==> src/rtl/mddw_pkg.sv <==
`timescale 1ns / 1ps
// Package for the multi-device deadline watchdog.
// Holds operation codes, register map, configuration and item types; no dependencies.
package mddw_pkg;

    localparam int DEADLINE_W  = 16;
    localparam int TIME_W      = 32;
    localparam int COUNT_W     = 32;
    localparam int MASK_W      = 4;
    localparam int IDX_W       = 3;
    localparam int MAX_DEVICES = 8;
    localparam int APB_ADDR_W  = 3;
    localparam int APB_DATA_W  = 32;

    localparam logic [DEADLINE_W-1:0] DEFAULT_DEADLINE_RST = 16'd1000;
    localparam logic [DEADLINE_W-1:0] MAX_DEADLINE_RST     = 16'd5000;

    typedef enum logic [1:0] {
        OP_ARM  = 2'd0,
        OP_FEED = 2'd1,
        OP_TICK = 2'd2
    } op_t;

    typedef enum logic [0:0] {
        REG_DEFAULT_DEADLINE = 1'b0,
        REG_MAX_DEADLINE     = 1'b1
    } reg_idx_t;

    typedef struct packed {
        logic [DEADLINE_W-1:0] default_deadline;
        logic [DEADLINE_W-1:0] max_deadline;
    } cfg_t;

    typedef struct packed {
        logic [1:0]            op;
        logic [IDX_W-1:0]      device_index;
        logic [DEADLINE_W-1:0] requested_deadline;
        logic [TIME_W-1:0]     timestamp_ms;
        logic                  link_up;
        logic [MASK_W-1:0]     present_mask;
        logic [MASK_W-1:0]     running_mask;
    } item_t;

endpackage

==> src/rtl/mddw_cfg.sv <==
`timescale 1ns / 1ps
// APB register block for the deadline watchdog: default and maximum deadlines.
// Depends on mddw_pkg.
module mddw_cfg (
    input  logic                              clk,
    input  logic                              rst_n,
    input  logic                              psel,
    input  logic                              penable,
    input  logic                              pwrite,
    input  logic [mddw_pkg::APB_ADDR_W-1:0]   paddr,
    input  logic [mddw_pkg::APB_DATA_W-1:0]   pwdata,
    output logic [mddw_pkg::APB_DATA_W-1:0]   prdata,
    output logic                              pready,
    output mddw_pkg::cfg_t                    cfg
);
    import mddw_pkg::*;

    logic [DEADLINE_W-1:0] default_deadline_reg;
    logic [DEADLINE_W-1:0] max_deadline_reg;
    logic                  wr_en;
    reg_idx_t              reg_sel;

    assign pready  = 1'b1;
    assign wr_en   = psel && penable && pwrite;
    assign reg_sel = reg_idx_t'(paddr[APB_ADDR_W-1]);

    always_ff @(posedge clk or negedge rst_n)
    begin
        if (!rst_n)
        begin
            default_deadline_reg <= DEFAULT_DEADLINE_RST;
            max_deadline_reg     <= MAX_DEADLINE_RST;
        end
        else if (wr_en)
        begin
            unique case (reg_sel)
                REG_DEFAULT_DEADLINE: default_deadline_reg <= pwdata[DEADLINE_W-1:0];
                REG_MAX_DEADLINE:     max_deadline_reg     <= pwdata[DEADLINE_W-1:0];
                default:              ;
            endcase
        end
    end

    always_comb
    begin
        unique case (reg_sel)
            REG_DEFAULT_DEADLINE:
                prdata = {{(APB_DATA_W-DEADLINE_W){1'b0}}, default_deadline_reg};
            REG_MAX_DEADLINE:
                prdata = {{(APB_DATA_W-DEADLINE_W){1'b0}}, max_deadline_reg};
            default:
                prdata = '0;
        endcase
    end

    assign cfg.default_deadline = default_deadline_reg;
    assign cfg.max_deadline     = max_deadline_reg;

endmodule

==> src/rtl/mddw_core.sv <==
`timescale 1ns / 1ps
// Watchdog state, single-pass arm/feed/tick evaluation and the result register.
// Depends on mddw_pkg.
module mddw_core #(
    parameter int NUM_DEVICES = 4
) (
    input  logic                           clk,
    input  logic                           rst_n,
    input  mddw_pkg::cfg_t                 cfg,
    input  logic                           item_valid,
    input  mddw_pkg::item_t                item,
    output logic                           advance,
    output logic                           rsp_valid,
    input  logic                           rsp_stall,
    output logic                           tripped,
    output logic [mddw_pkg::MASK_W-1:0]    halt_mask,
    output logic [mddw_pkg::MASK_W-1:0]    armed_mask,
    output logic [mddw_pkg::COUNT_W-1:0]   trip_count
);
    import mddw_pkg::*;

    logic [DEADLINE_W-1:0] deadline_reg [NUM_DEVICES];
    logic [DEADLINE_W-1:0] deadline_next [NUM_DEVICES];
    logic [TIME_W-1:0]     last_fed_reg;
    logic [TIME_W-1:0]     last_fed_next;
    logic [COUNT_W-1:0]    trip_counter_reg;
    logic [COUNT_W-1:0]    trip_counter_next;

    logic                  rsp_valid_reg;
    logic                  tripped_reg;
    logic [MASK_W-1:0]     halt_mask_reg;
    logic [MASK_W-1:0]     armed_mask_reg;

    logic                  load;
    logic                  arm_in_range;
    logic [DEADLINE_W-1:0] arm_deadline;
    logic [TIME_W-1:0]     elapsed;
    logic [DEADLINE_W-1:0] best;
    logic [NUM_DEVICES-1:0] keep;
    logic [NUM_DEVICES-1:0] armed_after;
    logic [NUM_DEVICES-1:0] present_ext;
    logic [NUM_DEVICES-1:0] running_ext;
    logic [MAX_DEVICES-1:0] halt_wide;
    logic [MAX_DEVICES-1:0] armed_wide;
    logic                  any_live;
    logic                  trip;
    op_t                   op;

    assign advance = !rsp_valid_reg || !rsp_stall;
    assign load    = item_valid && advance;
    assign op      = op_t'(item.op);

    for (genvar i = 0; i < NUM_DEVICES; i++)
    begin : g_dev
        if (i < MASK_W)
        begin : g_low
            assign present_ext[i] = item.present_mask[i];
            assign running_ext[i] = item.running_mask[i];
        end
        else
        begin : g_high
            assign present_ext[i] = 1'b0;
            assign running_ext[i] = 1'b0;
        end
        assign keep[i]        = (deadline_reg[i] != '0) && present_ext[i] && running_ext[i];
        assign armed_after[i] = (deadline_next[i] != '0);
    end

    for (genvar i = 0; i < MAX_DEVICES; i++)
    begin : g_wide
        if (i < NUM_DEVICES)
        begin : g_used
            assign halt_wide[i]  = trip && keep[i];
            assign armed_wide[i] = armed_after[i];
        end
        else
        begin : g_unused
            assign halt_wide[i]  = 1'b0;
            assign armed_wide[i] = 1'b0;
        end
    end

    assign arm_in_range = {1'b0, item.device_index} < (IDX_W+1)'(NUM_DEVICES);
    assign elapsed      = item.timestamp_ms - last_fed_reg;
    assign any_live     = |keep;

    always_comb
    begin
        if (item.requested_deadline == '0)
            arm_deadline = cfg.default_deadline;
        else if (item.requested_deadline > cfg.max_deadline)
            arm_deadline = cfg.max_deadline;
        else
            arm_deadline = item.requested_deadline;
    end

    always_comb
    begin
        best = cfg.max_deadline;
        for (int i = 0; i < NUM_DEVICES; i++)
        begin
            if (keep[i] && (deadline_reg[i] < best))
                best = deadline_reg[i];
        end
    end

    assign trip = (op == OP_TICK) && any_live &&
                  (!item.link_up || (elapsed > {{(TIME_W-DEADLINE_W){1'b0}}, best}));

    always_comb
    begin
        last_fed_next     = last_fed_reg;
        trip_counter_next = trip_counter_reg;
        for (int i = 0; i < NUM_DEVICES; i++)
            deadline_next[i] = deadline_reg[i];
        case (op)
            OP_ARM:
            begin
                if (arm_in_range)
                begin
                    for (int i = 0; i < NUM_DEVICES; i++)
                    begin
                        if ({1'b0, item.device_index} == (IDX_W+1)'(i))
                            deadline_next[i] = arm_deadline;
                    end
                    last_fed_next = item.timestamp_ms;
                end
            end
            OP_FEED:
                last_fed_next = item.timestamp_ms;
            OP_TICK:
            begin
                for (int i = 0; i < NUM_DEVICES; i++)
                begin
                    if (trip || !keep[i])
                        deadline_next[i] = '0;
                end
                if (trip)
                    trip_counter_next = trip_counter_reg + COUNT_W'(1);
            end
            default: ;
        endcase
    end

    always_ff @(posedge clk or negedge rst_n)
    begin
        if (!rst_n)
        begin
            for (int i = 0; i < NUM_DEVICES; i++)
                deadline_reg[i] <= '0;
            last_fed_reg     <= '0;
            trip_counter_reg <= '0;
            rsp_valid_reg    <= 1'b0;
        end
        else
        begin
            if (load)
            begin
                for (int i = 0; i < NUM_DEVICES; i++)
                    deadline_reg[i] <= deadline_next[i];
                last_fed_reg     <= last_fed_next;
                trip_counter_reg <= trip_counter_next;
            end
            if (advance)
                rsp_valid_reg <= item_valid;
        end
    end

    always_ff @(posedge clk)
    begin
        if (load)
        begin
            tripped_reg    <= trip;
            halt_mask_reg  <= halt_wide[MASK_W-1:0];
            armed_mask_reg <= armed_wide[MASK_W-1:0];
        end
    end

    assign rsp_valid  = rsp_valid_reg;
    assign tripped    = tripped_reg;
    assign halt_mask  = halt_mask_reg;
    assign armed_mask = armed_mask_reg;
    assign trip_count = trip_counter_reg;

    a_trip_counts: assert property (@(posedge clk) disable iff (!rst_n)
        load && trip |=> trip_counter_reg == $past(trip_counter_reg) + COUNT_W'(1))
        else $error("trip counter did not advance on a trip");

    a_count_holds: assert property (@(posedge clk) disable iff (!rst_n)
        !(load && trip) |=> $stable(trip_counter_reg))
        else $error("trip counter changed without a trip");

    a_trip_disarms: assert property (@(posedge clk) disable iff (!rst_n)
        load && trip |=> armed_mask_reg == '0)
        else $error("devices still armed after a trip");

    a_halt_only_on_trip: assert property (@(posedge clk) disable iff (!rst_n)
        rsp_valid_reg && !tripped_reg |-> halt_mask_reg == '0)
        else $error("halt mask set without a trip");

endmodule

==> src/rtl/multi_device_deadline_watchdog_top.sv <==
`timescale 1ns / 1ps
// Top level of the multi-device deadline watchdog: command register and handshake.
// Depends on mddw_pkg, mddw_cfg and mddw_core.
//
// The watchdog takes one arm, feed or tick transaction per clock cycle while cmd_stall
// is low and returns exactly one result for each: the command register feeds the
// evaluation logic, which loads the result register whenever the result side is not
// stalled; the deadline store, last-fed time and trip counter are updated at that same
// edge, so the next transaction always sees the state that this one left. A stall on
// the result side backs up through the command register into cmd_stall. Registers are
// written over APB and should only be changed while no transaction is outstanding.
module multi_device_deadline_watchdog_top #(
    parameter int NUM_DEVICES = 4
) (
    input  logic                                 clk,
    input  logic                                 rst_n,
    input  logic                                 psel,
    input  logic                                 penable,
    input  logic                                 pwrite,
    input  logic [mddw_pkg::APB_ADDR_W-1:0]      paddr,
    input  logic [mddw_pkg::APB_DATA_W-1:0]      pwdata,
    output logic [mddw_pkg::APB_DATA_W-1:0]      prdata,
    output logic                                 pready,
    input  logic                                 cmd_valid,
    output logic                                 cmd_stall,
    input  logic [1:0]                           op,
    input  logic [mddw_pkg::IDX_W-1:0]           device_index,
    input  logic [mddw_pkg::DEADLINE_W-1:0]      requested_deadline,
    input  logic [mddw_pkg::TIME_W-1:0]          timestamp_ms,
    input  logic                                 link_up,
    input  logic [mddw_pkg::MASK_W-1:0]          present_mask,
    input  logic [mddw_pkg::MASK_W-1:0]          running_mask,
    output logic                                 rsp_valid,
    input  logic                                 rsp_stall,
    output logic                                 tripped,
    output logic [mddw_pkg::MASK_W-1:0]          halt_mask,
    output logic [mddw_pkg::MASK_W-1:0]          armed_mask,
    output logic [mddw_pkg::COUNT_W-1:0]         trip_count
);
    import mddw_pkg::*;

    cfg_t  cfg;
    item_t item_reg;
    logic  item_valid_reg;
    logic  advance;
    logic  cmd_take;

    assign cmd_stall = item_valid_reg && !advance;
    assign cmd_take  = cmd_valid && !cmd_stall;

    always_ff @(posedge clk or negedge rst_n)
    begin
        if (!rst_n)
            item_valid_reg <= 1'b0;
        else if (!cmd_stall)
            item_valid_reg <= cmd_valid;
    end

    always_ff @(posedge clk)
    begin
        if (cmd_take)
        begin
            item_reg.op                 <= op;
            item_reg.device_index       <= device_index;
            item_reg.requested_deadline <= requested_deadline;
            item_reg.timestamp_ms       <= timestamp_ms;
            item_reg.link_up            <= link_up;
            item_reg.present_mask       <= present_mask;
            item_reg.running_mask       <= running_mask;
        end
    end

    mddw_cfg u_cfg (
        .clk     (clk),
        .rst_n   (rst_n),
        .psel    (psel),
        .penable (penable),
        .pwrite  (pwrite),
        .paddr   (paddr),
        .pwdata  (pwdata),
        .prdata  (prdata),
        .pready  (pready),
        .cfg     (cfg)
    );

    mddw_core #(
        .NUM_DEVICES (NUM_DEVICES)
    ) u_core (
        .clk        (clk),
        .rst_n      (rst_n),
        .cfg        (cfg),
        .item_valid (item_valid_reg),
        .item       (item_reg),
        .advance    (advance),
        .rsp_valid  (rsp_valid),
        .rsp_stall  (rsp_stall),
        .tripped    (tripped),
        .halt_mask  (halt_mask),
        .armed_mask (armed_mask),
        .trip_count (trip_count)
    );

endmodule
==> config.mk <==
export PLATFORM = sky130hd
export DESIGN_NAME = multi_device_deadline_watchdog_top
export DESIGN_NICKNAME = d
export VERILOG_FILES = /design/src/rtl/mddw_pkg.sv /design/src/rtl/mddw_cfg.sv /design/src/rtl/mddw_core.sv /design/src/rtl/multi_device_deadline_watchdog_top.sv
export SDC_FILE = /design/constraint.sdc
export NUM_CORES = 1
export LEC_CHECK = 0
export BUFFER_PORTS_ARGS = -buffer_cell sky130_fd_sc_hd__buf_4
export CAP_MARGIN = 0
export CORE_MARGIN = 1
export CORE_UTILIZATION = 60
export DETAILED_ROUTE_END_ITERATION = 10
export GPL_ROUTABILITY_DRIVEN = 1
export PLACE_DENSITY = 0.92
export RECOVER_POWER = 25
export SYNTH_ARGS = -nofsm -noshare
export SYNTH_HDL_FRONTEND = slang
export SYNTH_SLANG_ARGS = --single-unit
==> constraint.sdc <==
create_clock -name clk -period 16.71 [get_ports clk]
set_input_delay 3.342 -clock clk [delete_from_list [all_inputs] [get_ports clk]]
set_output_delay 3.342 -clock clk [all_outputs]
set_load 0.05 [all_outputs]
; ---- Word level (Yosys, flattened, before mapping)
; Cells that the tools add are included.
[word_totals]
mem_bits_rw = 0
romBits = 0
word_cells = 110
latchBits = 0
in_bits = 104
n_memories = 0
output_inout_bits = 76
regBits = 233
[classes]
reduce_logical = 55
n_mux = 19
mul = 0
eq_ne = 6
addsub = 2
div = 0
n_bitwise = 1
order_cmp = 7
shifts = 0
[op_table]
columns = op, n
row1 = 16-bit two-way mux, 14
row2 = 32-bit one-hot mux with 2 select lines, 2
row3 = 64-bit one-hot mux with 2 select lines, 1
row4 = 16-bit nonzero test, 8
row5 = 16-bit less-than comparator, 4
row6 = 64-bit two-way mux, 1
row7 = 32-bit by 1-bit adder with 32-bit output (second input constant), 1
row8 = 32-bit by 16-bit > comparator with 1-bit output, 1
row9 = 32-bit two-way mux, 1
row10 = 32-bit subtractor, 1
row11 = 1-bit logical AND, 23
row12 = 16-bit > comparator, 1
row13 = 16-bit logical NOT, 1
row14 = 1-bit logical NOT, 9
row15 = 3-bit by 2-bit equality test with 1-bit output (second input constant), 2
row16 = 1-bit logical OR, 6
row17 = 3-bit AND reduction, 2
row18 = 2-bit AND reduction, 2
row19 = 4-bit OR reduction, 1
row20 = 3-bit by 1-bit equality test with 1-bit output (second input constant), 1
row21 = 3-bit logical NOT, 1
row22 = 3-bit less-than comparator (second input constant), 1
row23 = 2-bit by 1-bit equality test with 1-bit output (second input constant), 1
row24 = 2-bit equality test (second input constant), 1
row25 = other kinds (4), 4

; ---- Longest topological paths before layout
; Gate-level depths: netlist (run 1).
[logic_depth]
ltp_word = 21
depth_mapped = 59
mapped_depth_nobuf = 53

; ---- Hierarchy
; A second synthesis (run 1) with hierarchy kept.
[unflattened]
cells_unflattened = 1561
hier_area_um2 = 15143.3
[by_module_without_submodules]
columns = module, seq_area_each_um2, n_inst, area_per_inst_um2, cells_each
row1 = mddw_core, 3498.4, 1, 11612.4, 1389
row2 = multi_device_deadline_watchdog_top, 1886.8, 1, 1919.3, 67
row3 = mddw_cfg, 814.5, 1, 1611.5, 105

; ---- Least setup slack after synthesis (run 1)
; No wires, ideal clock.
[synth_timing]
path_kind = register to register
startpoint = register u_cfg.max_deadline_reg[7]
endpoint = register u_core.tripped_reg (netlist: u_core.tripped), data pin
n_path_buf = 7
t_required_ns = 16.436
stages_incl_launch_ff = 57
setup_slack_ns = 4.431
synth_period_minus_slack_ns = 12.279
arrival_ns = 12.006
setup_time_ns = 0.274
path_cell_list = dfstp_2 -> inv_1 -> ha_1 -> a21oi_1 -> o21a_1 -> o2bb2ai_1 -> a211oi_2 -> clkbuf_1 -> clkbuf_1 -> a21oi_1 -> ha_1 -> a211oi_1 -> o21bai_1 -> a2111oi_0 -> or3_1 -> nand4_1 -> o31ai_2 -> clkbuf_1 -> [... 21 more ...] -> nor2b_1 -> o21ai_0 -> nand3b_1 -> nor3_1 -> a21oi_2 -> buf_4 -> mux2_1 -> ha_1 -> and4_1 -> nand3_1 -> or4_1 -> a311o_1 -> or4b_1 -> or4_4 -> nor4_2 -> buf_2 -> nand2b_1 -> nor2_1
[synth_between]
elab_chain_len = 15
[synth_rtl]
columns = item, line
row1 = start: declaration, mddw_cfg.sv:19  ; logic [DEADLINE_W-1:0] max_deadline_reg;
row2 = start signal: assignment, mddw_cfg.sv:38  ; REG_MAX_DEADLINE: max_deadline_reg <= pwdata[DEADLINE_W-1:0];
row3 = 16-bit less-than comparator, mddw_core.sv:102  ; if (keep[i] && (deadline_reg[i] < best))
row4 = 1-bit logical AND, mddw_core.sv:102
row5 = 16-bit two-way mux (*), mddw_core.sv:102
row6 = 16-bit less-than comparator, mddw_core.sv:102
row7 = 1-bit logical AND, mddw_core.sv:102
row8 = 16-bit two-way mux (*), mddw_core.sv:102
row9 = 16-bit less-than comparator, mddw_core.sv:102
row10 = 1-bit logical AND, mddw_core.sv:102
row11 = 16-bit two-way mux (*), mddw_core.sv:102
row12 = 16-bit less-than comparator, mddw_core.sv:102
row13 = 1-bit logical AND, mddw_core.sv:102
row14 = 16-bit two-way mux (*), mddw_core.sv:102
row15 = 32-bit by 16-bit > comparator with 1-bit output (*), mddw_core.sv:108  ; (!item.link_up || (elapsed > {{(TIME_W-DEADLINE_W){1'b0}}, best}));
row16 = 1-bit logical OR (*), mddw_core.sv:108
row17 = 1-bit logical AND (*), mddw_core.sv:107  ; assign trip = (op == OP_TICK) && any_live &&
row18 = named net u_core.trip, mddw_core.sv:46  ; logic trip;
row19 = end signal: assignment, mddw_core.sv:173  ; tripped_reg <= trip;
row20 = end: declaration, mddw_core.sv:30  ; logic tripped_reg;
; Mark *: on every way through the listed nets, which the timed path passes. The rest lies on a longest branch.
; A chain may end at the register's enable or synchronous reset.

; ---- Worst setup path in the final report (run 1)
[layout_timing]
startpoint = register u_cfg.max_deadline_reg[9]
endpoint = register u_core.deadline_reg[22] in the netlist's numbering
[layout_between]
elab_chain_len = 18
word_cells_on_any_way = 23
cone_classes = 6 x order compare / 10 x mux / 7 x reduce/logical
[layout_rtl]
columns = item, line
row1 = 16-bit less-than comparator, mddw_core.sv:102
row2 = 1-bit logical AND, mddw_core.sv:102
row3 = 16-bit two-way mux, mddw_core.sv:102
row4 = 16-bit less-than comparator, mddw_core.sv:102
row5 = 1-bit logical AND, mddw_core.sv:102
row6 = 16-bit two-way mux, mddw_core.sv:102
row7 = 16-bit less-than comparator, mddw_core.sv:102
row8 = 1-bit logical AND, mddw_core.sv:102
row9 = [... 2 more ...], -
row10 = 1-bit logical AND, mddw_core.sv:102
row11 = 16-bit two-way mux, mddw_core.sv:102
row12 = 32-bit by 16-bit > comparator with 1-bit output, mddw_core.sv:108
row13 = 1-bit logical OR, mddw_core.sv:108
row14 = 1-bit logical AND, mddw_core.sv:107
row15 = 1-bit logical OR, mddw_core.sv:135  ; if (trip || !keep[i])
row16 = 16-bit two-way mux, mddw_core.sv:135
row17 = 64-bit one-hot mux with 2 select lines (*), mddw_core.sv:116  ; case (op)
row18 = end signal: indexed assignment, mddw_core.sv:160  ; deadline_reg[i] <= deadline_next[i];
row19 = end: declaration, mddw_core.sv:22  ; logic [DEADLINE_W-1:0] deadline_reg [NUM_DEVICES];
; Mark *: on every way between the ends. The rest lies on a longest branch, timed or not.

==> results of run 1 <==
==> cell usage in the layout (no fill, tap or decap), drive strengths merged, types with 17 or more instances in the layout <==
cell type,synthesis,routed
nand3,37,37
a21o,30,30
clkbuf,46,106
mux2,74,74
nor2,105,105
a31oi,34,34
ha,120,120
nor3,52,52
a21oi,125,125
nand2,173,173
conb,2,17
nand4,29,29
inv,124,125
edfxtp,71,71
o21ai,125,125
nor4,24,24
xor2,37,37
buf,32,102
a211oi,17,17
dfrtp,151,151
==> per-stage QoR <==
step,utilization [%],instances
after floorplan,-,1646
after global placement,67.6,2058
after detailed placement,67.6,2058
after CTS,71.2,2107
after global routing,71.2,2107
final,71.2,2107
==> final cells by class <==
cell class                      count  share of cell area, %
Multi-Input combinational cell   1210                   47.3
Timing Repair Buffer              166                   7.10
Clock inverter                      7                  0.652
Tap cell                          324                   2.32
Inverter                          125                   2.69
Clock buffer                       42                   4.42
Sequential cell                   233                   35.5
==> path summary, 6_finish.rpt <==
path / end / slack (ns) / depth (start not counted)
max: u_core.deadline_reg[22] / 2.51 / 53
min: u_core.trip_count[31] / 0.48 / 1
max reg2reg: u_core.deadline_reg[22] / 2.51 / 53
min reg2reg: u_core.trip_count[31] / 0.48 / 1
max in group asynchronous: u_core.trip_count[12] / 8.10 / 1
min in group asynchronous: u_cfg.default_deadline_reg[14] / 5.14 / 1
==> cell usage after synthesis, types with 10 or more instances <==
master / count / area share [%]
ha_1: 120 / 9.9
dfstp_2: 11 / 1.9
a211oi_1: 16 / 0.79
xor2_1: 37 / 2.1
nor3_1: 52 / 1.7
nand3_1: 37 / 1.2
a22oi_1: 11 / 0.54
a21oi_1: 123 / 4.1
nand4_1: 29 / 1.2
nor2b_1: 10 / 0.41
a21o_1: 30 / 1.5
edfxtp_1: 71 / 14
buf_4: 19 / 0.94
o21ai_0: 117 / 3.9
xnor2_1: 15 / 0.87
dfrtp_1: 151 / 25
a31oi_1: 24 / 0.99
clkbuf_1: 46 / 1.1
nand2_1: 171 / 4.2
inv_1: 124 / 3.1
o21a_1: 14 / 0.69
a31oi_2: 10 / 0.82
mux2_2: 59 / 4.4
nand2b_1: 15 / 0.62
mux2_1: 14 / 1.0
nor2_1: 105 / 2.6
nor4_1: 23 / 0.95
==> logic make-up (layout without fill, tap and decap cells) <==
kind of cell,count (synthesis),after routing
simple gates,502,502
other cells,2,17
flops,233,233
buf+inv,203,340
xor+xnor,52,52
mux,80,80
fa+ha+maj,122,122
compound gates,437,437
==> power breakdown <==
part           internal (mW)  switching (mW)  leakage, nW
clock network          0.362           0.237        0.433
logic                  0.384           0.639         4.52
registers              0.669          0.0657         2.77
total                   1.41           0.941         7.72
==> routing by layer <==
layer  global-route usage [%]  part of all wire [%]
met4                     12.4                   4.0
met3                     5.21                   9.1
met1                     42.7                    39
met5                        0                     0
met2                     53.4                    47
==> impl_metrics.env, run 1 <==
export IMPL_synth_compound_area_share_pct=18.4
export IMPL_clock_latency_ns=0.55
export IMPL_vias=13400
export IMPL_maxCapViolCount=1
export IMPL_status="complete, but fails checks"
export IMPL_hold_start="u_core.trip_count[31]"
export IMPL_rsz0062_at_grt="no"
export IMPL_multi_input_area_um2=8260
export IMPL_port_buffers=144
export IMPL_register_area_um2=6200
export IMPL_synth_edf_count=71
export IMPL_async_flop_share_pct=69.5
export IMPL_syn_area_um2=15200
export IMPL_cts_htree_levels=1
export IMPL_maxSlewViolCount=113
export IMPL_synth_top_family_by_area="compound AO/OA/AOI/OAI gates"
export IMPL_critPathBufInv=4
export IMPL_fp_dieH_um=161
export IMPL_synth_simple_gate_area_share_pct=16.0
export IMPL_cp_required_ns=17.14
export IMPL_timing_final_crit_share_pct=85.0
export IMPL_n_antenna_cell=0
export IMPL_worstPathMaxFanout=34
export IMPL_slowest_delay_ns=1.03
export IMPL_tns_ns=0
export IMPL_die_w_um=161
export IMPL_grt_antenna_before_repair=0
export IMPL_clk_path_buf_depth=3
export IMPL_violations="max-capacitance violations, max-slew violations"
export IMPL_reg2reg_from="u_cfg.max_deadline_reg[9]"
export IMPL_max_freq_ghz=0.0704
export IMPL_min_path_type="flop to flop"
export IMPL_ys_seq_elements=233
export IMPL_setup_viol=0
export IMPL_postLayoutCellArea_um2=17500
export IMPL_area_growth_pct=15.0
export IMPL_viasPerCell=6.38
export IMPL_io_pins=180
export IMPL_path_class="flop to flop"
export IMPL_fillers=1836
export IMPL_postCtsResizedCells=0
export IMPL_drive_above_1_share_pct=17.3
export IMPL_yosys_area_share_xor_xnor_pct=3.00
export IMPL_layout_nets=1988
export IMPL_critPathSlowestCell="a2111oi_0"
export IMPL_dp_slack_ns=3.06
export IMPL_grt_max_degree=113
export IMPL_cts_setup_buffers=0
export IMPL_wl_per_cell_um=19.9
export IMPL_globalRouteOverflowTotal=0
export IMPL_finalPower_mw=2.36
export IMPL_min_period_ns=14.20
export IMPL_root_buffer="clkbuf_16"
export IMPL_first_iter_violations=1446
export IMPL_yosysSeqAreaShare_pct=40.8
export IMPL_critPathTopFamily="compound AO/OA/AOI/OAI gates"
export IMPL_drcViolationCount=0
export IMPL_power_density_nw_per_um2=135
export IMPL_relSlewSlack_pct=-316
export IMPL_synthMuxAreaShare_pct=5.91
export IMPL_p_leak_nw=7.72
export IMPL_synth_avg_cell_area_um2=9.31
export IMPL_synthFlopType="dfrtp_1"
export IMPL_grt_pass1_wl_um=66700
export IMPL_arrival_ns=14.63
export IMPL_postPlaceCellArea_um2=16600
export IMPL_clkSlewWorstSetupHoldPaths_ns=0.06
export IMPL_ir_drop_mv=0.105
export IMPL_startpoint_type="flop"
export IMPL_numClockSinks=233
export IMPL_syn_instance_count=1631
export IMPL_synthAdderAreaFrac_pct=10.1
export IMPL_cts_hold_buffers=0
export IMPL_ant_nets=0
export IMPL_place_hpwl_um=30600
export IMPL_holdWs_ns=0.483
export IMPL_setup_slack_ns=2.51
export IMPL_core_rowCount=57
export IMPL_tightest_slew_ns=6.24
export IMPL_coreArea_um2=24500
export IMPL_cts_tree="built"
export IMPL_grt_pass1_vias=13000
export IMPL_ys_types=88
export IMPL_die_area_um2=25900
export IMPL_start_util_pct=61.9
export IMPL_gp_congestion=0.957
export IMPL_worstSetupStartpoint="u_cfg.max_deadline_reg[9]"
export IMPL_critPathCaptureType="flop"
export IMPL_final_setup_skew_ns=0.0171
export IMPL_routed_wl_um=42000
export IMPL_largest_reg_flops=64
export IMPL_track_usage_pct=32.3
export IMPL_numCtsBuffers=27
export IMPL_final_hold_viol_count=0
export IMPL_yosysWarnings=0
export IMPL_first_pass_iters=7
Power figures use the tool's default switching activity.
==> inputs of run 2 (changes only) <==
- clock period: 16.71 -> 13.1 ns (I/O delays scaled with it)
==> impl_metrics.env, run 2 (synthesis gave the netlist of run 1 again) <==
export IMPL_status="complete, but fails checks"
export IMPL_violations="max-capacitance violations, max-slew violations"
export IMPL_globalRouteOverflowTotal=0
export IMPL_final_cell_mix="nand2_1 (171), buf_4 (154), dfrtp_1 (151), inv_1 (124), ha_1 (120)"
export IMPL_setup_slack_ns=0.497
export IMPL_viasPerCell=6.33
export IMPL_die_area_um2=25900
export IMPL_maxSlewViolCount=107
export IMPL_drcViolationCount=0
export IMPL_min_path_cells=1
export IMPL_multi_input_area_um2=8390
export IMPL_clockPowerShare_pct=23.6
export IMPL_clkSlewWorstSetupHoldPaths_ns=0.06
export IMPL_setup_viol=0
export IMPL_power_density_nw_per_um2=172
export IMPL_track_usage_pct=33.2
export IMPL_start_util_pct=61.9
export IMPL_fillers=1743
export IMPL_first_pass_iters=9
export IMPL_layout_nets=2046
export IMPL_final_setup_skew_ns=0.0205
export IMPL_core_rowCount=57
export IMPL_path_depth=57
export IMPL_p_leak_nw=8.05
export IMPL_area_growth_pct=19.0
export IMPL_arrival_ns=13.06
export IMPL_utilization_pct=73.6
export IMPL_die_w_um=161
export IMPL_critPathBufInv=11
export IMPL_crit_path_frequent_cell="buf_4"
export IMPL_clock_latency_ns=0.55
export IMPL_numCtsBuffers=26
export IMPL_slowest_delay_ns=0.59
export IMPL_n_antenna_cell=0
export IMPL_place_hpwl_um=32000
export IMPL_grt_pass1_wl_um=68400
export IMPL_cts_htree_levels=1
export IMPL_grt_max_degree=107
export IMPL_vias=13700
export IMPL_dp_cells=2109
export IMPL_combPwrFrac_pct=46.3
export IMPL_routed_wl_um=43700
export IMPL_gp_congestion=0.960
export IMPL_register_area_um2=6200
export IMPL_min_period_ns=12.60
export IMPL_cts_hold_buffers=0
export IMPL_pwr_share_seq_pct=30.1
export IMPL_maxCapViolCount=1
export IMPL_grt_antenna_before_repair=0
export IMPL_grt_pass1_vias=13100
export IMPL_root_buffer="clkbuf_16"
export IMPL_tightest_slew_ns=6.07
export IMPL_cp_required_ns=13.56
export IMPL_intPower_mw=1.86
export IMPL_drive_above_1_share_pct=21.0
export IMPL_worst_r2r_path_depth=57
export IMPL_final_hold_viol_count=0
export IMPL_io_pins=180
export IMPL_clk_path_buf_depth=3
export IMPL_final_cell_count_no_fill=2165
export IMPL_switchingPower_mw=1.25
export IMPL_path_class="flop to flop"
export IMPL_tns_ns=0
export IMPL_largest_reg_flops=64
export IMPL_final_common_cell="nand2_1"
export IMPL_port_buffers=144
export IMPL_fp_dieH_um=161
export IMPL_wl_per_cell_um=20.2
export IMPL_worstPathMaxFanout=11
export IMPL_swShare_pct=40.3
export IMPL_first_iter_violations=1328
export IMPL_cts_tree="built"
export IMPL_critPathCaptureType="flop"
export IMPL_coreArea_um2=24500
export IMPL_numClockSinks=233
export IMPL_critPathTopFamily="compound AO/OA/AOI/OAI gates"
export IMPL_timing_final_crit_share_pct=96.2
export IMPL_relSlewSlack_pct=-305
export IMPL_startpoint_type="flop"
export IMPL_max_freq_ghz=0.0793
export IMPL_ant_nets=0
export IMPL_min_path_type="flop to flop"
export IMPL_dp_slack_ns=0.212
export IMPL_critPathSlowestCell="or4_1"
export IMPL_ir_drop_mv=0.142
export IMPL_finalPower_mw=3.11
==> run 2: changes by cell type in the layout (fill, tap and decap cells not counted), sizes merged <==
cell,delta
clkbuf,-2
bufinv,-3
clkinv,+4
buf,+58
a211oi,+1
==> run 2: layout make-up <==
cell class / instances / area share (%)
inverter: 125 / 2.60
multi-input combinational: 1211 / 46.5
sequential: 233 / 34.3
clock inverter: 8 / 0.339
timing repair buffer: 224 / 9.51
tap: 324 / 2.24
clock buffer: 40 / 4.52
==> run 2: per-layer routing <==
layer | global-route usage, % | share of wire [%] | vias up | routed length [µm]
li1 | - | - | 6301 | -
met1 | 44.0 | 40 | 6521 | 17400
met2 | 55.3 | 47 | 717 | 20700
met3 | 4.75 | 8.8 | 156 | 3830
met4 | 12.7 | 4.0 | 0 | 1750
met5 | 0 | 0 | - | 0
==> run 2: path summary, 6_finish.rpt <==
kind	slack, ns	endpoint	from
hold / removal	0.48	u_core.trip_count[31]	u_core.trip_count[31]
max in group asynchronous	5.36	u_cfg.default_deadline_reg[2]	rst_n
hold reg to reg	0.48	u_core.trip_count[31]	u_core.trip_count[31]
setup / recovery	0.50	u_core.deadline_reg[8]	u_core.deadline_reg[48]
setup reg to reg	0.50	u_core.deadline_reg[8]	u_core.deadline_reg[48]
min in group asynchronous	4.30	u_core.last_fed_reg[2]	rst_n
==> run 2: stage by stage <==
step	cell area (µm²)	hold WS [ns]
4_1_cts	17900	0.479
6_report	18100	0.479
3_5_place_dp	17000	0.466
2_1_floorplan	15200	0.457
3_3_place_gp	17000	0.460
5_1_grt	18100	0.501
==> run 2: worst reg2reg max path, delay by kind of cell (launching register included) <==
kind                       cells  cell delay, ns
AOI/OAI and AO/OA             24            4.33
adders and majority gates      4            1.18
buffers and inverters         11            1.84
DFF                            1            0.51
muxes                          1            0.37
and+or+nand+nor               17            4.27
==> run 2: power groups by stage <==
stage	clock network, mW	registers (mW)	logic [mW]
finish	0.733	0.936	1.44
global route	0.769	0.946	1.55
CTS	0.742	0.932	1.37
detailed placement	0	0.944	1.35
global placement	0	0.937	1.31
floorplan	0	0.949	0.872
==> run 2: what timing repair did <==
action	4_1_cts	5_1_grt
setup buffers	0	6
endpoints found under the setup margin	0	105
resized for setup	0	29
==> inputs of run 3 (changes only) <==
- BUFFER_PORTS_ARGS: -buffer_cell sky130_fd_sc_hd__buf_4 -> -buffer_cell sky130_fd_sc_hd__buf_2
- PLACE_DENSITY: 0.92 -> not set
- PLACE_DENSITY_LB_ADDON: not set -> 0.3
==> impl_metrics.env, run 3 (synthesis gave the netlist of run 1 again) <==
export IMPL_ant_nets=0
export IMPL_root_buffer="clkbuf_16"
export IMPL_maxCapViolCount=1
export IMPL_max_freq_ghz=0.0798
export IMPL_port_buffers=144
export IMPL_clockPowerShare_pct=25.7
export IMPL_n_antenna_cell=0
export IMPL_start_util_pct=61.9
export IMPL_drive_above_1_share_pct=20.8
export IMPL_clk_path_buf_depth=3
export IMPL_switchingPower_mw=1.25
export IMPL_min_path_type="flop to flop"
export IMPL_min_to="u_core.trip_count[31]"
export IMPL_largest_reg_flops=64
export IMPL_first_iter_violations=1254
export IMPL_min_path_cells=1
export IMPL_grt_antenna_before_repair=0
export IMPL_crit_path_frequent_cell="ha_1"
export IMPL_status="complete, but fails checks"
export IMPL_tightest_slew_ns=5.60
export IMPL_first_pass_iters=6
export IMPL_clock_latency_ns=0.54
export IMPL_final_setup_skew_ns=0.0141
export IMPL_combPwrFrac_pct=44.5
export IMPL_maxSlewViolCount=97
export IMPL_vias=13400
export IMPL_layout_nets=2036
export IMPL_die_w_um=161
export IMPL_numCtsBuffers=26
export IMPL_hold_start="u_core.trip_count[31]"
export IMPL_slowest_delay_ns=0.57
export IMPL_critPathSlowestCell="or4_4"
export IMPL_arrival_ns=12.98
export IMPL_viasPerCell=6.21
export IMPL_drcViolationCount=0
export IMPL_numClockSinks=233
export IMPL_path_class="flop to flop"
export IMPL_timing_final_crit_share_pct=95.7
export IMPL_intPower_mw=1.88
export IMPL_worst_r2r_path_depth=58
export IMPL_final_hold_viol_count=0
export IMPL_core_rowCount=57
export IMPL_power_density_nw_per_um2=177
export IMPL_cts_hold_buffers=0
export IMPL_cts_tree="built"
export IMPL_grt_pass1_wl_um=67100
export IMPL_startpoint_type="flop"
export IMPL_grt_max_degree=97
export IMPL_clkSlewWorstSetupHoldPaths_ns=0.06
export IMPL_routed_wl_um=42900
export IMPL_r2r_end="u_core.deadline_reg[48]"
export IMPL_critPathCaptureType="flop"
export IMPL_area_growth_pct=16.8
export IMPL_worstPathMaxFanout=18
export IMPL_final_cell_mix="nand2_1 (171), dfrtp_1 (151), buf_2 (139), inv_1 (122), ha_1 (120)"
export IMPL_reg2reg_from="u_cfg.max_deadline_reg[9]"
export IMPL_cp_required_ns=13.55
export IMPL_setup_viol=0
export IMPL_swShare_pct=39.8
export IMPL_utilization_pct=72.3
export IMPL_grt_pass1_vias=12800
export IMPL_ir_drop_mv=0.141
export IMPL_violations="max-capacitance violations, max-slew violations"
export IMPL_pwr_share_seq_pct=29.8
export IMPL_track_usage_pct=32.8
export IMPL_cts_htree_levels=1
export IMPL_p_leak_nw=7.95
export IMPL_coreArea_um2=24500
export IMPL_relSlewSlack_pct=-273
export IMPL_place_hpwl_um=31000
export IMPL_min_period_ns=12.54
export IMPL_io_pins=180
export IMPL_gp_congestion=0.961
export IMPL_r2r_setup_slack_ns=0.56
export IMPL_final_common_cell="nand2_1"
export IMPL_wl_per_cell_um=19.9
export IMPL_fp_dieH_um=161
export IMPL_globalRouteOverflowTotal=0
export IMPL_die_area_um2=25900
export IMPL_finalPower_mw=3.13
run 3: layout make-up:
cell class,instances,area [µm²]
inverters,125,469
flip-flops and latches,233,6200
well taps,324,405
clock inverters,14,204
clock buffers,34,742
repair buffers,215,1350
multi-input cells,1210,8360
fillers,1866,6800
run 3: power by group through the flow:
stage,logic (mW),clock network (mW),registers [mW]
global placement,1.27,0,0.936
finish,1.39,0.803,0.933
floorplan,0.872,0,0.949
global route,1.51,0.838,0.943
CTS,1.32,0.812,0.929
detailed placement,1.31,0,0.941
run 3: worst max-delay path by stage:
stage                                          from                       to  cells past startpoint
final                     u_cfg.max_deadline_reg[9]  u_core.deadline_reg[48]                     58
after global routing      u_cfg.max_deadline_reg[9]  u_core.deadline_reg[48]                     59
after CTS                 u_cfg.max_deadline_reg[9]   u_core.deadline_reg[5]                     57
after detailed placement  u_cfg.max_deadline_reg[9]  u_core.deadline_reg[13]                     57
after global placement    u_cfg.max_deadline_reg[9]  u_core.deadline_reg[14]                     57
after floorplan           u_cfg.max_deadline_reg[7]           u_core.tripped                     56
run 3: critical path, delay by kind of cell, from the launching register on:
family                   cells  cell delay (ns)
AO/OA/AOI/OAI               20             4.30
buffers and inverters       11             1.83
adder cells (fa/ha/maj)      5             1.40
AND/OR/NAND/NOR             21             4.00
flip-flops                   1             0.56
multiplexers                 1             0.34
run 3: timing repair:
action / in CTS / in global routing
gates resized for setup: 0 / 42
setup endpoints to repair: 0 / 105
buffers inserted: 0 / 4
run 3: stage by stage:
step                      TNS (ns)  instances  worst slack (ns)  instance area, µm²  hold WS [ns]
after floorplan                  0       1646             0.821               15200         0.457
after global placement           0       2101             0.390               16600         0.451
after detailed placement         0       2101             0.239               16600         0.476
after CTS                        0       2149             0.127               17600         0.491
after global routing         -1.58       2155           -0.0943               17700         0.504
final                            0       2155             0.563               17700         0.482
run 3: routing by layer:
| metal | track usage [%] | share of wire (%) |
|---|---|---|
| met1 | 44.6 | 41 |
| met2 | 52.8 | 46 |
| met3 | 5.14 | 8.3 |
| met4 | 12.9 | 3.8 |
| met5 | 0 | 0 |
